File: src/hw/rtl/utf8d_pkg.sv
// Shared types and constants of the UTF-8 stream decoder.
// No dependencies; every other file of the decoder imports this package.
package utf8d_pkg;

   localparam int CP_W     = 21;
   localparam int USED_W   = 3;
   localparam int STATUS_W = 3;
   localparam int LEN_W    = 3;

   localparam int QUEUE_DEPTH = 2;
   localparam int QUEUE_PTR_W = $clog2(QUEUE_DEPTH);
   localparam int QUEUE_CNT_W = $clog2(QUEUE_DEPTH + 1);

   localparam logic [CP_W-1:0] REPL_CHAR      = 21'h00_FFFD;
   localparam logic [CP_W-1:0] SURROGATE_LO   = 21'h00_D800;
   localparam logic [CP_W-1:0] SURROGATE_HI   = 21'h00_DFFF;
   localparam logic [CP_W-1:0] MAX_SCALAR     = 21'h10_FFFF;
   localparam logic [CP_W-1:0] MIN_FOUR_BYTE  = 21'h01_0000;
   localparam logic [CP_W-1:0] MIN_THREE_BYTE = 21'h00_0800;
   localparam logic [CP_W-1:0] MIN_TWO_BYTE   = 21'h00_0080;

   localparam logic [STATUS_W-1:0] STATUS_OK         = 3'd0;
   localparam logic [STATUS_W-1:0] STATUS_BAD_LEAD   = 3'd1;
   localparam logic [STATUS_W-1:0] STATUS_TRUNCATED  = 3'd2;
   localparam logic [STATUS_W-1:0] STATUS_RANGE      = 3'd3;
   localparam logic [STATUS_W-1:0] STATUS_INCOMPLETE = 3'd4;

   localparam logic [LEN_W-1:0] LEN_NONE  = 3'd0;
   localparam logic [LEN_W-1:0] LEN_ONE   = 3'd1;
   localparam logic [LEN_W-1:0] LEN_TWO   = 3'd2;
   localparam logic [LEN_W-1:0] LEN_THREE = 3'd3;
   localparam logic [LEN_W-1:0] LEN_FOUR  = 3'd4;

   typedef struct packed {
      logic [CP_W-1:0]     code_point;
      logic [USED_W-1:0]   bytes_used;
      logic [STATUS_W-1:0] status;
      logic                last_result;
   } result_type;

   // All results caused by one input byte: always a first, sometimes a second.
   typedef struct packed {
      logic       second_valid;
      result_type first;
      result_type second;
   } record_type;

   typedef struct packed {
      logic       valid;
      record_type rec;
   } push_type;

endpackage

File: src/hw/rtl/utf8d_if.sv
// Handshake channels of the UTF-8 stream decoder: byte requests and decoded results.
// Depends on utf8d_pkg for field widths.
interface utf8d_req_if
   import utf8d_pkg::*;
   ();
   logic       valid;
   logic       ready;
   logic [7:0] text_byte;
   logic       end_of_text;

   modport source (output valid, text_byte, end_of_text, input ready);
   modport sink   (input valid, text_byte, end_of_text, output ready);
endinterface

interface utf8d_rsp_if
   import utf8d_pkg::*;
   ();
   logic                valid;
   logic                ready;
   logic [CP_W-1:0]     code_point;
   logic [USED_W-1:0]   bytes_used;
   logic [STATUS_W-1:0] status;
   logic                last_result;

   modport source (output valid, code_point, bytes_used, status, last_result, input ready);
   modport sink   (input valid, code_point, bytes_used, status, last_result, output ready);
endinterface

File: src/hw/rtl/utf8_stream_decoder_unit.sv
// Streaming UTF-8 decoder: one text byte per request word, one code point per response word.
// A byte is accepted in every cycle while the two-record queue has room; a result is written
// into the queue and then into the output register, and one result leaves per cycle while the
// output port accepts, so a byte that yields two results (a cut-short sequence followed by a
// byte that yields a result on its own) sends both in turn; the output port sets the byte
// rate. Built from utf8d_front, utf8d_queue and utf8d_back; uses utf8d_pkg and utf8d_if.
module utf8_stream_decoder_unit
   import utf8d_pkg::*;
(
   input logic         clock,
   input logic         reset,
   utf8d_req_if.sink   req_bus,
   utf8d_rsp_if.source rsp_bus
);

   push_type   push;
   logic       space_ok;
   logic       head_valid;
   record_type head;
   logic       pop;
   result_type out_res;

   utf8d_front u_front (
      .clock       (clock),
      .reset       (reset),
      .byte_valid  (req_bus.valid),
      .text_byte   (req_bus.text_byte),
      .end_of_text (req_bus.end_of_text),
      .space_ok    (space_ok),
      .byte_ready  (req_bus.ready),
      .push        (push)
   );

   utf8d_queue u_queue (
      .clock      (clock),
      .reset      (reset),
      .push       (push),
      .pop        (pop),
      .space_ok   (space_ok),
      .head_valid (head_valid),
      .head       (head)
   );

   utf8d_back u_back (
      .clock      (clock),
      .reset      (reset),
      .head_valid (head_valid),
      .head       (head),
      .out_ready  (rsp_bus.ready),
      .pop        (pop),
      .out_valid  (rsp_bus.valid),
      .out_res    (out_res)
   );

   assign rsp_bus.code_point  = out_res.code_point;
   assign rsp_bus.bytes_used  = out_res.bytes_used;
   assign rsp_bus.status      = out_res.status;
   assign rsp_bus.last_result = out_res.last_result;

endmodule

File: src/hw/rtl/utf8d_front.sv
// Front end of the decoder: holds the open sequence and classifies each byte.
// Produces one record of one or two results per byte that yields any. Uses utf8d_pkg.
module utf8d_front
   import utf8d_pkg::*;
(
   input  logic       clock,
   input  logic       reset,
   input  logic       byte_valid,
   input  logic [7:0] text_byte,
   input  logic       end_of_text,
   input  logic       space_ok,
   output logic       byte_ready,
   output push_type   push
);

   logic [CP_W-1:0]  partial_ff,  partial_in;
   logic [LEN_W-1:0] exp_len_ff,  exp_len_in;
   logic [LEN_W-1:0] seen_ff,     seen_in;

   logic             fire;
   logic             is_cont;
   result_type       start_res;
   logic             start_has;
   logic             start_open;
   logic [LEN_W-1:0] start_len;
   logic [CP_W-1:0]  start_payload;
   logic [CP_W-1:0]  acc_value;
   logic [LEN_W-1:0] acc_seen;
   logic [CP_W-1:0]  min_value;
   logic             bad_value;
   logic             emit;

   assign byte_ready = space_ok;
   assign fire       = byte_valid && space_ok;
   assign is_cont    = (text_byte[7:6] == 2'b10);

   // Decoding of the byte as the start of a new sequence.
   always_comb begin
      start_res     = '{code_point: REPL_CHAR, bytes_used: USED_W'(1),
                        status: STATUS_BAD_LEAD, last_result: 1'b0};
      start_has     = 1'b1;
      start_open    = 1'b0;
      start_len     = LEN_NONE;
      start_payload = '0;
      priority if (text_byte[7] == 1'b0) begin
         start_res.code_point = {13'd0, text_byte};
         start_res.status     = STATUS_OK;
      end else if (text_byte[7:6] == 2'b10 || text_byte[7:3] == 5'b11111) begin
         start_res.status = STATUS_BAD_LEAD;
      end else begin
         priority if (text_byte[7:5] == 3'b110) begin
            start_len     = LEN_TWO;
            start_payload = {16'd0, text_byte[4:0]};
         end else if (text_byte[7:4] == 4'b1110) begin
            start_len     = LEN_THREE;
            start_payload = {17'd0, text_byte[3:0]};
         end else begin
            start_len     = LEN_FOUR;
            start_payload = {18'd0, text_byte[2:0]};
         end
         if (end_of_text) begin
            start_res.bytes_used = '0;
            start_res.status     = STATUS_INCOMPLETE;
         end else begin
            start_has  = 1'b0;
            start_open = 1'b1;
         end
      end
   end

   assign acc_value = {partial_ff[CP_W-7:0], text_byte[5:0]};
   assign acc_seen  = seen_ff + LEN_ONE;

   always_comb begin
      unique case (exp_len_ff)
         LEN_TWO:   min_value = MIN_TWO_BYTE;
         LEN_THREE: min_value = MIN_THREE_BYTE;
         default:   min_value = MIN_FOUR_BYTE;
      endcase
   end

   assign bad_value = (acc_value < min_value) || (acc_value > MAX_SCALAR) ||
                      (acc_value >= SURROGATE_LO && acc_value <= SURROGATE_HI);

   always_comb begin
      partial_in        = partial_ff;
      exp_len_in        = exp_len_ff;
      seen_in           = seen_ff;
      emit              = 1'b0;
      push.rec          = '0;
      push.rec.first    = start_res;
      push.rec.second   = start_res;
      if (exp_len_ff != LEN_NONE) begin
         if (is_cont) begin
            partial_in = acc_value;
            seen_in    = acc_seen;
            if (acc_seen >= exp_len_ff) begin
               emit                      = 1'b1;
               push.rec.first.bytes_used = exp_len_ff;
               push.rec.first.code_point = bad_value ? REPL_CHAR : acc_value;
               push.rec.first.status     = bad_value ? STATUS_RANGE : STATUS_OK;
               partial_in = '0;
               exp_len_in = LEN_NONE;
               seen_in    = LEN_NONE;
            end else if (end_of_text) begin
               emit                      = 1'b1;
               push.rec.first.code_point = REPL_CHAR;
               push.rec.first.bytes_used = '0;
               push.rec.first.status     = STATUS_INCOMPLETE;
               partial_in = '0;
               exp_len_in = LEN_NONE;
               seen_in    = LEN_NONE;
            end
         end else begin
            emit                      = 1'b1;
            push.rec.first.code_point = REPL_CHAR;
            push.rec.first.bytes_used = seen_ff;
            push.rec.first.status     = STATUS_TRUNCATED;
            push.rec.second_valid     = start_has;
            partial_in = start_open ? start_payload : '0;
            exp_len_in = start_open ? start_len : LEN_NONE;
            seen_in    = start_open ? LEN_ONE : LEN_NONE;
         end
      end else begin
         emit       = start_has;
         partial_in = start_open ? start_payload : '0;
         exp_len_in = start_open ? start_len : LEN_NONE;
         seen_in    = start_open ? LEN_ONE : LEN_NONE;
      end
      push.rec.first.last_result  = !push.rec.second_valid;
      push.rec.second.last_result = 1'b1;
      push.valid = fire && emit;
   end

   always_ff @(posedge clock) begin
      if (reset) begin
         partial_ff <= '0;
         exp_len_ff <= LEN_NONE;
         seen_ff    <= LEN_NONE;
      end else if (fire) begin
         partial_ff <= partial_in;
         exp_len_ff <= exp_len_in;
         seen_ff    <= seen_in;
      end
   end

endmodule

File: src/hw/rtl/utf8d_queue.sv
// Short record queue between the decoder front end and the result serialiser.
// Flip-flop storage, registered occupancy. Uses utf8d_pkg.
module utf8d_queue
   import utf8d_pkg::*;
(
   input  logic       clock,
   input  logic       reset,
   input  push_type   push,
   input  logic       pop,
   output logic       space_ok,
   output logic       head_valid,
   output record_type head
);

   record_type             entries_ff [QUEUE_DEPTH];
   logic [QUEUE_PTR_W-1:0] wr_ptr_ff, wr_ptr_in;
   logic [QUEUE_PTR_W-1:0] rd_ptr_ff, rd_ptr_in;
   logic [QUEUE_CNT_W-1:0] count_ff,  count_in;
   logic                   do_pop;

   assign space_ok   = (count_ff != QUEUE_CNT_W'(QUEUE_DEPTH));
   assign head_valid = (count_ff != '0);
   assign head       = entries_ff[rd_ptr_ff];
   assign do_pop     = pop && head_valid;

   always_comb begin
      wr_ptr_in = wr_ptr_ff;
      rd_ptr_in = rd_ptr_ff;
      count_in  = count_ff;
      if (push.valid) begin
         wr_ptr_in = (wr_ptr_ff == QUEUE_PTR_W'(QUEUE_DEPTH - 1)) ? '0 : wr_ptr_ff + 1'b1;
      end
      if (do_pop) begin
         rd_ptr_in = (rd_ptr_ff == QUEUE_PTR_W'(QUEUE_DEPTH - 1)) ? '0 : rd_ptr_ff + 1'b1;
      end
      unique case ({push.valid, do_pop})
         2'b10:   count_in = count_ff + 1'b1;
         2'b01:   count_in = count_ff - 1'b1;
         default: count_in = count_ff;
      endcase
   end

   always_ff @(posedge clock) begin
      if (reset) begin
         wr_ptr_ff <= '0;
         rd_ptr_ff <= '0;
         count_ff  <= '0;
      end else begin
         wr_ptr_ff <= wr_ptr_in;
         rd_ptr_ff <= rd_ptr_in;
         count_ff  <= count_in;
      end
   end

   always_ff @(posedge clock) begin
      if (push.valid) begin
         entries_ff[wr_ptr_ff] <= push.rec;
      end
   end

endmodule

File: src/hw/rtl/utf8d_back.sv
// Back end of the decoder: splits each queued record into single results.
// Drives the output register of the result channel. Uses utf8d_pkg.
module utf8d_back
   import utf8d_pkg::*;
(
   input  logic       clock,
   input  logic       reset,
   input  logic       head_valid,
   input  record_type head,
   input  logic       out_ready,
   output logic       pop,
   output logic       out_valid,
   output result_type out_res
);

   logic       second_ff, second_in;
   logic       out_valid_ff, out_valid_in;
   result_type out_ff, out_in;
   logic       load;

   assign load      = head_valid && (!out_valid_ff || out_ready);
   assign out_valid = out_valid_ff;
   assign out_res   = out_ff;

   always_comb begin
      second_in    = second_ff;
      out_in       = out_ff;
      out_valid_in = out_valid_ff && !out_ready;
      pop          = 1'b0;
      if (load) begin
         out_valid_in = 1'b1;
         out_in       = second_ff ? head.second : head.first;
         if (second_ff || !head.second_valid) begin
            pop       = 1'b1;
            second_in = 1'b0;
         end else begin
            second_in = 1'b1;
         end
      end
   end

   always_ff @(posedge clock) begin
      if (reset) begin
         second_ff    <= 1'b0;
         out_valid_ff <= 1'b0;
      end else begin
         second_ff    <= second_in;
         out_valid_ff <= out_valid_in;
      end
   end

   always_ff @(posedge clock) begin
      out_ff <= out_in;
   end

endmodule
File: src/flat_wrapper.sv
// flat-port wrapper written by rule: the top's interface ports become plain ports
module utf8_stream_decoder_unit_flat import utf8d_pkg::*;
  (clock, reset, req_bus_valid, req_bus_text_byte, req_bus_end_of_text, req_bus_ready, rsp_bus_valid, rsp_bus_code_point, rsp_bus_bytes_used, rsp_bus_status, rsp_bus_last_result, rsp_bus_ready);
  utf8d_req_if req_bus_i ();
  utf8d_rsp_if rsp_bus_i ();
  input logic clock;
  input logic reset;
  input wire logic [$bits(req_bus_i.valid)-1:0] req_bus_valid;
  input wire logic [$bits(req_bus_i.text_byte)-1:0] req_bus_text_byte;
  input wire logic [$bits(req_bus_i.end_of_text)-1:0] req_bus_end_of_text;
  output wire logic [$bits(req_bus_i.ready)-1:0] req_bus_ready;
  output wire logic [$bits(rsp_bus_i.valid)-1:0] rsp_bus_valid;
  output wire logic [$bits(rsp_bus_i.code_point)-1:0] rsp_bus_code_point;
  output wire logic [$bits(rsp_bus_i.bytes_used)-1:0] rsp_bus_bytes_used;
  output wire logic [$bits(rsp_bus_i.status)-1:0] rsp_bus_status;
  output wire logic [$bits(rsp_bus_i.last_result)-1:0] rsp_bus_last_result;
  input wire logic [$bits(rsp_bus_i.ready)-1:0] rsp_bus_ready;
  assign req_bus_i.valid = req_bus_valid;
  assign req_bus_i.text_byte = req_bus_text_byte;
  assign req_bus_i.end_of_text = req_bus_end_of_text;
  assign req_bus_ready = req_bus_i.ready;
  assign rsp_bus_valid = rsp_bus_i.valid;
  assign rsp_bus_code_point = rsp_bus_i.code_point;
  assign rsp_bus_bytes_used = rsp_bus_i.bytes_used;
  assign rsp_bus_status = rsp_bus_i.status;
  assign rsp_bus_last_result = rsp_bus_i.last_result;
  assign rsp_bus_i.ready = rsp_bus_ready;
  utf8_stream_decoder_unit u_core (.clock(clock), .reset(reset), .req_bus(req_bus_i), .rsp_bus(rsp_bus_i));
endmodule
File: config.mk
export PLATFORM = sky130hd
export DESIGN_NAME = utf8_stream_decoder_unit_flat
export DESIGN_NICKNAME = d
export VERILOG_FILES = /design/src/hw/rtl/utf8d_pkg.sv /design/src/hw/rtl/utf8d_if.sv /design/src/hw/rtl/utf8_stream_decoder_unit.sv /design/src/hw/rtl/utf8d_front.sv /design/src/hw/rtl/utf8d_queue.sv /design/src/hw/rtl/utf8d_back.sv /design/src/flat_wrapper.sv
export SDC_FILE = /design/constraint.sdc
export NUM_CORES = 1
export LEC_CHECK = 0
export BUFFER_PORTS_ARGS = -buffer_cell sky130_fd_sc_hd__buf_2
export CAP_MARGIN = 5
export CORE_MARGIN = 2
export CORE_UTILIZATION = 55
export CTS_CLUSTER_DIAMETER = 200
export DETAILED_ROUTE_END_ITERATION = 8
export HOLD_SLACK_MARGIN = 0.03
export PLACE_DENSITY = 0.86
export SLEW_MARGIN = 40
export SYNTH_ARGS = -nofsm -noshare
export SYNTH_HDL_FRONTEND = slang
export SYNTH_SLANG_ARGS = --single-unit
File: constraint.sdc
create_clock -name clock -period 9.65 [get_ports clock]
set_input_delay 1.93 -clock clock [delete_from_list [all_inputs] [get_ports clock]]
set_output_delay 1.93 -clock clock [all_outputs]
set_load 0.005 [all_outputs]
After elaboration in Yosys (flattened, before gate mapping) --
Memories as Yosys holds them, arrays and structs flattened. A register that Yosys moved wholly into a read port is not among the register bits. Index checks and enable logic that the tools add are counted.
Storage, ports and cells: bits in registers 55, RAM bits 102, input bits 13, output and inout bits 30, word-level logic and storage cells 110, memories kept 1
Memories:
- u_core.u_queue.entries_ff | words 2, bits a word 51, rd ports 1, clocked after Yosys merged registers in 1, wr ports 1, line utf8d_queue.sv:15 | record_type entries_ff [QUEUE_DEPTH];
Cells by class: $add $sub $neg 5, magnitude comparators 5, equality and inequality tests 10, mux-type cells 58, reduce and logical (&&, ||, !) cells 19
Operator list (number):
- $mux 27 | 3
- $mux 15 | 4
- $mux 28 | 2
- $mux 3 | 16
- $pmux 17 s2 | 1
- $mux 1 | 22
- $ge 21x16->1 const B | 1
- $gt 21x21->1 const B | 1
- $le 21x16->1 const B | 1
- $lt 21x17->1 | 1
- $mux 21 | 1
- $mux 5 | 4
- $mux 16 | 1
- $mux 4 | 2
- $eq 3x2->1 const B | 2
- $logic_and 1x1->1 | 6
- $eq 5x5->1 const B | 1
- $logic_or 1x1->1 | 5
- $eq 2x2->1 const B | 2
- $eq 4x4->1 const B | 1
- $logic_not 1->1 | 4
- $ne 4x3->1 const B | 1
- $pmux 2 s2 | 1
- $reduce_bool 2->1 | 2
- 11 further kinds | 12

Logic depth before layout (Yosys ltp) --
depth after elaboration 10, mapped depth 12, depth with buffers taken out 11

Hierarchy --
A second synthesis with hierarchy kept.
Second synthesis, totals: cells, all modules 504, area total of the unflattened synthesis 7224.4 um^2
Modules (own cells, without submodules):
- utf8d_queue | times used 1, cells an instance 200, area an instance 4316.6 um^2, sequential area each 3523.4 um^2
- utf8d_front | times used 1, cells an instance 234, area an instance 1621.6 um^2, sequential area each 420.4 um^2
- utf8d_back | times used 1, cells an instance 70, area an instance 1286.2 um^2, sequential area each 880.8 um^2

Worst setup path after synthesis --
Ideal clock, no wire load.
path type input-to-reg, start point input req_bus_text_byte[7], end point memory u_core.u_queue.entries_ff[0][0] (netlist bit) (enable), setup time 0.442 ns, data arrival time 4.521 ns, data required time 9.208 ns, path slack 4.687 ns, stages 6, path buffers 2, cells stage by stage buf_4 > nand2b_1 > buf_2 > nor2_1 > a211oi_2 > nor2b_1
On the way: longest elaborated chain between the ends 8, elaborated cells between the ends (all ways) 10, classes of those cells 2 x eq/ne; 6 x mux; 2 x reduce/logical
RTL lines:
- start, declared | line flat_wrapper.sv:9 | input wire logic [$bits(req_bus_i.text_byte)-1:0] req_bus_text_byte;
- $eq 5x5->1 or $eq 2x2->1 (tied branches) | line utf8d_front.sv:48, utf8d_front.sv:35
- $logic_or 1x1->1 | line utf8d_front.sv:48 | end else if (text_byte[7:6] == 2'b10 || text_byte[7:3] == 5'b11111) begin
- $mux 1 | line utf8d_front.sv:48
- $mux 1 | line utf8d_front.sv:45 | priority if (text_byte[7] == 1'b0) begin
- $mux 1 * | line utf8d_front.sv:93 | if (exp_len_ff != LEN_NONE) begin
- $logic_and 1x1->1 * | line utf8d_front.sv:132 | push.valid = fire && emit;
- $mux 1 * | line utf8d_queue.sv:56 | if (push.valid) begin
- $mux 1 (implied by the code) * | line utf8d_queue.sv:57 | entries_ff[wr_ptr_ff] <= push.rec;
- end, declared | line utf8d_queue.sv:15
Mark *: on every way between the ends. The rest lies on a longest branch, timed or not.

Worst setup path in the final report --
start point input req_bus_valid, end point memory u_core.u_queue.entries_ff[0][9] (netlist bit) (enable)
On the way: longest elaborated chain between the ends 4
RTL lines:
- start, declared | line flat_wrapper.sv:8 | input wire logic [$bits(req_bus_i.valid)-1:0] req_bus_valid;
- $logic_and 1x1->1 | line utf8d_front.sv:34 | assign fire = byte_valid && space_ok;
- $logic_and 1x1->1 | line utf8d_front.sv:132
- $mux 1 | line utf8d_queue.sv:56
- $mux 1 (implied by the code) | line utf8d_queue.sv:57
No other way between the ends.

==> flow_results.org <==
** Layout
- Non-Filler Cell Area, Final :: between 6000 and 7000 sq um
- The repair_antennas step left the layout with diodes totalling 0.
- Ratio of cells with drive above 1 in the final layout :: between 20% and 30%
- Compared with the post-synthesis result, the final layout area differs by 15.3%.
- The layout has 730 filler cells.
- The net count of the finished layout is between 400 and 500.

** Drt
- First drt pass iteration count :: 6
- In the routed design, unresolved DRC markers number 0.
- Routed via count :: ~3900
- The first routing iteration left about 530 violations.
- Dividing the detail-routed wire length by the instance count gives 19.2 um.
- The count of nets left with antenna violations once routing finished came out at 0.
- The routed design has approximately 12000 um of wire.
- Using the TritonRoute via totals, the vias-per-cell ratio works out to 6.12.

** Floorplanning
- Placement row count :: 38
- After floorplanning, the core was sized to cover roughly 11000 sq um.
- Total Die Area :: approximately 12000 sq um
- From bottom edge to top edge, the die measures roughly 110 um.
- Width of the chip :: ~110 um
- Initial cell density of the core :: 55.7%
- 43 I/O pins were placed.

** Min path
- The worst hold path begins at u_core.u_front.seen_ff[1].
- The worst hold path passes through 2 cells.
- The path class of the tightest hold or removal check is register to register.
- For hold timing, the worst endpoint is u_core.u_front.seen_ff[1].

** Clock network
- CTS max path bufs :: 2
- After clock tree synthesis, the repair step resized 0 gates.
- Clock tree from TritonCTS :: built
- Number of buffers inserted by post-CTS setup repair :: 0
- Depth of the CTS H-tree :: 4
- Buffers inserted to repair hold after CTS numbered 0.
- Sink count of the clock tree :: around 140
- Root buf cell :: clkbuf_8
- Clock transition at the registers of the reported paths :: about 60 ps
- Inserted Clock Buffers :: 17
- Clk_lat worst skew :: 520 ps

** Logic synthesis
- Synth Warn # :: 0
- Post-synth top area share :: 54.4%
- Among all flip-flop cells after synthesis, the most frequent one is edfxtp_1.
- After synthesis, flip-flops and latches occupy between 60% and 70% of the total area.
- In the synthesized netlist the async set-or-reset flop fraction comes to 0%.
- The mapped netlist covers 5960 sq um.
- Dominant cells by area after synthesis :: edfxtp_1 (54%), dfxtp_1 (9.4%), mux4_2 (3.8%), a21oi_1 (3.0%), mux2i_1 (2.2%)
- The netlist uses 63 different library cells.
- Mapped Cells :: between 400 and 500
- Cell taking the most area after synthesis :: edfxtp_1
- After synthesis the netlist holds a flip-flop and latch count of around 140.
- Counting every net in the synthesized netlist gives about 460.
- Counting flops with a built-in enable in the synthesized netlist gives between 100 and 150.
- Syn_area_per_cell :: 13.6 sq um

** Timing
- Layout Skew :: approximately 7.5 ps
- Max frequency :: between 0.2 and 0.3 GHz
- Final critical delay including setup and external delays :: 3720 ps
- Post-route fraction of the period consumed by the critical path :: between 30 and 40%
- Post-layout worst setup margin :: 5930 ps
- Setup violations remaining at the end of the flow were counted as 0.
- In this run the tightest slew margin relative to its limit is approximately 46%.
- Summed over all failing endpoints, the final setup total negative slack is 0 ps.
- The total count of max-transition violations in the final report came to 0.
- The final count of hold timing violations came to 0.
- Setup repair after global routing left no endpoint under its margin.
- Slew at the pin with the worst max-slew slack :: 811 ps
- Final hold analysis gives a worst-case slack of roughly 480 ps.

** GRT
- Global routing used ~23% of the available tracks across all layers.
- After global routing the overflow that remains totals 0.
- Largest net degree at the start of global routing :: 41
- The first global-routing pass estimated a little under 20000 um of wire.
- The initial antenna violation count came to 0.
- The via count of the first global-routing pass was 3784.

** Critical path
- At the worst endpoint, the required time is just under 10000 ps.
- Arrival time reported for the critical path endpoint :: 3950 ps
- STA classifies the critical path startpoint as an input pin.
- Startpoint of the worst register-to-register path :: u_core.u_front.seen_ff[0]
- Crit path kind :: input pin to register
- Reg-to-reg critical path endpoint :: u_core.u_queue.entries_ff[0][9]
- Reg2Reg Setup Slack :: between 6000 and 7000 ps
- Critical path peak fanout :: 24
- For the worst flop-to-flop path, the logic depth is 9.
- STA classifies the critical path endpoint as a register.

** Job
- Max Cap Violations :: 0

** Placed design
- IO buf count :: between 40 and 50
- Routability-driven placement finished with a final weighted congestion of between 0.8 and 0.9.
- Worst Setup Slack post-DPL :: around 5400 ps
- Estimated wirelength of the detail-placed design :: around 7300 um
- Post-Place Cell Area :: 6290 sq um

** Pwr
- Total power after layout :: between 1500 and 2000 uW
- Peak VDD IR :: about 150 uV
- For this design the static power due to leakage is around 0.0024 uW.
- Power spread over the standard cell area amounts to roughly 280 nW/um^2.

** Status
- The run finished with clean final reports.
## kinds of logic after synthesis
| logic type | after synthesis | synth area share, % |
|---|---|---|
| flip-flops | 136 | 63.8 |
| multiplexers | 33 | 7.85 |
| AO/OA/AOI/OAI | 88 | 11.0 |
| AND/OR/NAND/NOR | 127 | 11.7 |
| adder cells (fa/ha/maj) | 7 | 1.47 |
| buffers and inverters | 43 | 3.53 |
| XOR/XNOR | 4 | 0.588 |
## report_power, final
part | total (uW) | leakage [uW] | internal, uW | switching [uW]
Clock | 639 | 0.000285 | 414 | 225
Combinational | 434 | 0.000908 | 182 | 252
Sequential | 839 | 0.00122 | 804 | 34.7
## Yosys cell counts (2+ instances only)
cell type  number
ha_1            7
nor2_1         30
nor4_1          8
inv_1          12
a2111oi_2       8
nand2b_1        8
a31oi_1         2
a21oi_1        36
dfxtp_1        28
a2111oi_0       2
nand4_1        13
or4_1           2
xor2_1          3
o21ai_0         2
and2_1          2
buf_4           4
o41ai_1         5
mux2i_1        13
and4b_1         2
or3_1           4
o211ai_1        3
clkbuf_1       14
nand3b_1        6
edfxtp_1      108
or2_2           2
buf_6           3
o21a_1         11
o31ai_1         2
nor3_1          5
nand2_1        22
mux2_2          9
buf_2           9
mux4_2         10
nand3_1         7
nor2b_1         8
## per-layer routing
layer	track usage, %	vias to the layer above	wire (um)
met5	0	-	0
met1	29.7	1848	4920
met4	9.98	0	403
li1	-	1766	-
met3	6.69	40	818
met2	35.0	196	5940
## critical path: stages
cell and delay, ps:
buf_2 100, nand2_1 460, a211oi_2 530, nor2b_4 530
buf_16 220, buf_16 160
## registers in the layout (all words and copies together), names as in the netlist, named ones only
signal / count
u_core.u_back.out_valid: 1
u_core.u_back.out_res: 28
u_core.u_queue.wr_ptr_ff: 1
u_core.u_front.seen_ff: 3
u_core.u_front.partial_ff: 15
u_core.u_queue.count_ff: 2
u_core.u_front.exp_len_ff: 3
u_core.u_queue.entries_ff: 80
u_core.u_queue.rd_ptr_ff: 1
u_core.u_back.second_ff: 1
## placed cells by master, fill, tap and decap left out, types with 7 or more instances in the layout
cell type  count
a2111oi_2      8
nand2_1       22
nor4_1         8
nor2_1        30
clkbuf_16     16
mux2i_1       13
dfxtp_1       28
a21oi_1       36
ha_1           7
nand2b_1       8
nand3_1        7
nand4_1       13
inv_1         12
mux2_2         9
edfxtp_1     108
nor2b_1        7
o21a_1        10
mux4_2        10
buf_2         42
## metrics by stage
step | util (%) | cells
after floorplan | - | 438
after global placement | 58.3 | 596
after detailed placement | 58.8 | 598
after CTS | 64.2 | 629
after global routing | 64.3 | 629
final | 64.3 | 629
## worst max-delay path by stage
stage / startpoint / endpoint / slack [ps] / cells past startpoint
CTS: req_bus_valid / u_core.u_queue.entries_ff[0][9] / 5960 / 6
detailed placement: req_bus_valid / u_core.u_queue.entries_ff[0][11] / 5420 / 6
floorplan: req_bus_text_byte[7] / u_core.u_queue.entries_ff[0][0] / 4690 / 6
finish: req_bus_valid / u_core.u_queue.entries_ff[0][9] / 5930 / 6
global route: req_bus_valid / u_core.u_queue.entries_ff[0][6] / 5800 / 6
global placement: req_bus_valid / u_core.u_queue.entries_ff[0][29] / 5290 / 4
## layout make-up
cell class	count	area (sq um)	area share (%)
Clock buffer	20	425	6.19
Sequential cell	136	3800	55.3
Timing Repair Buffer	50	310	4.51
Multi-Input combinational cell	259	1960	28.4
Inverter	13	48.8	0.710
Tap cell	140	175	2.55
Clock inverter	11	155	2.26
(Power assumes the default switching activity.)
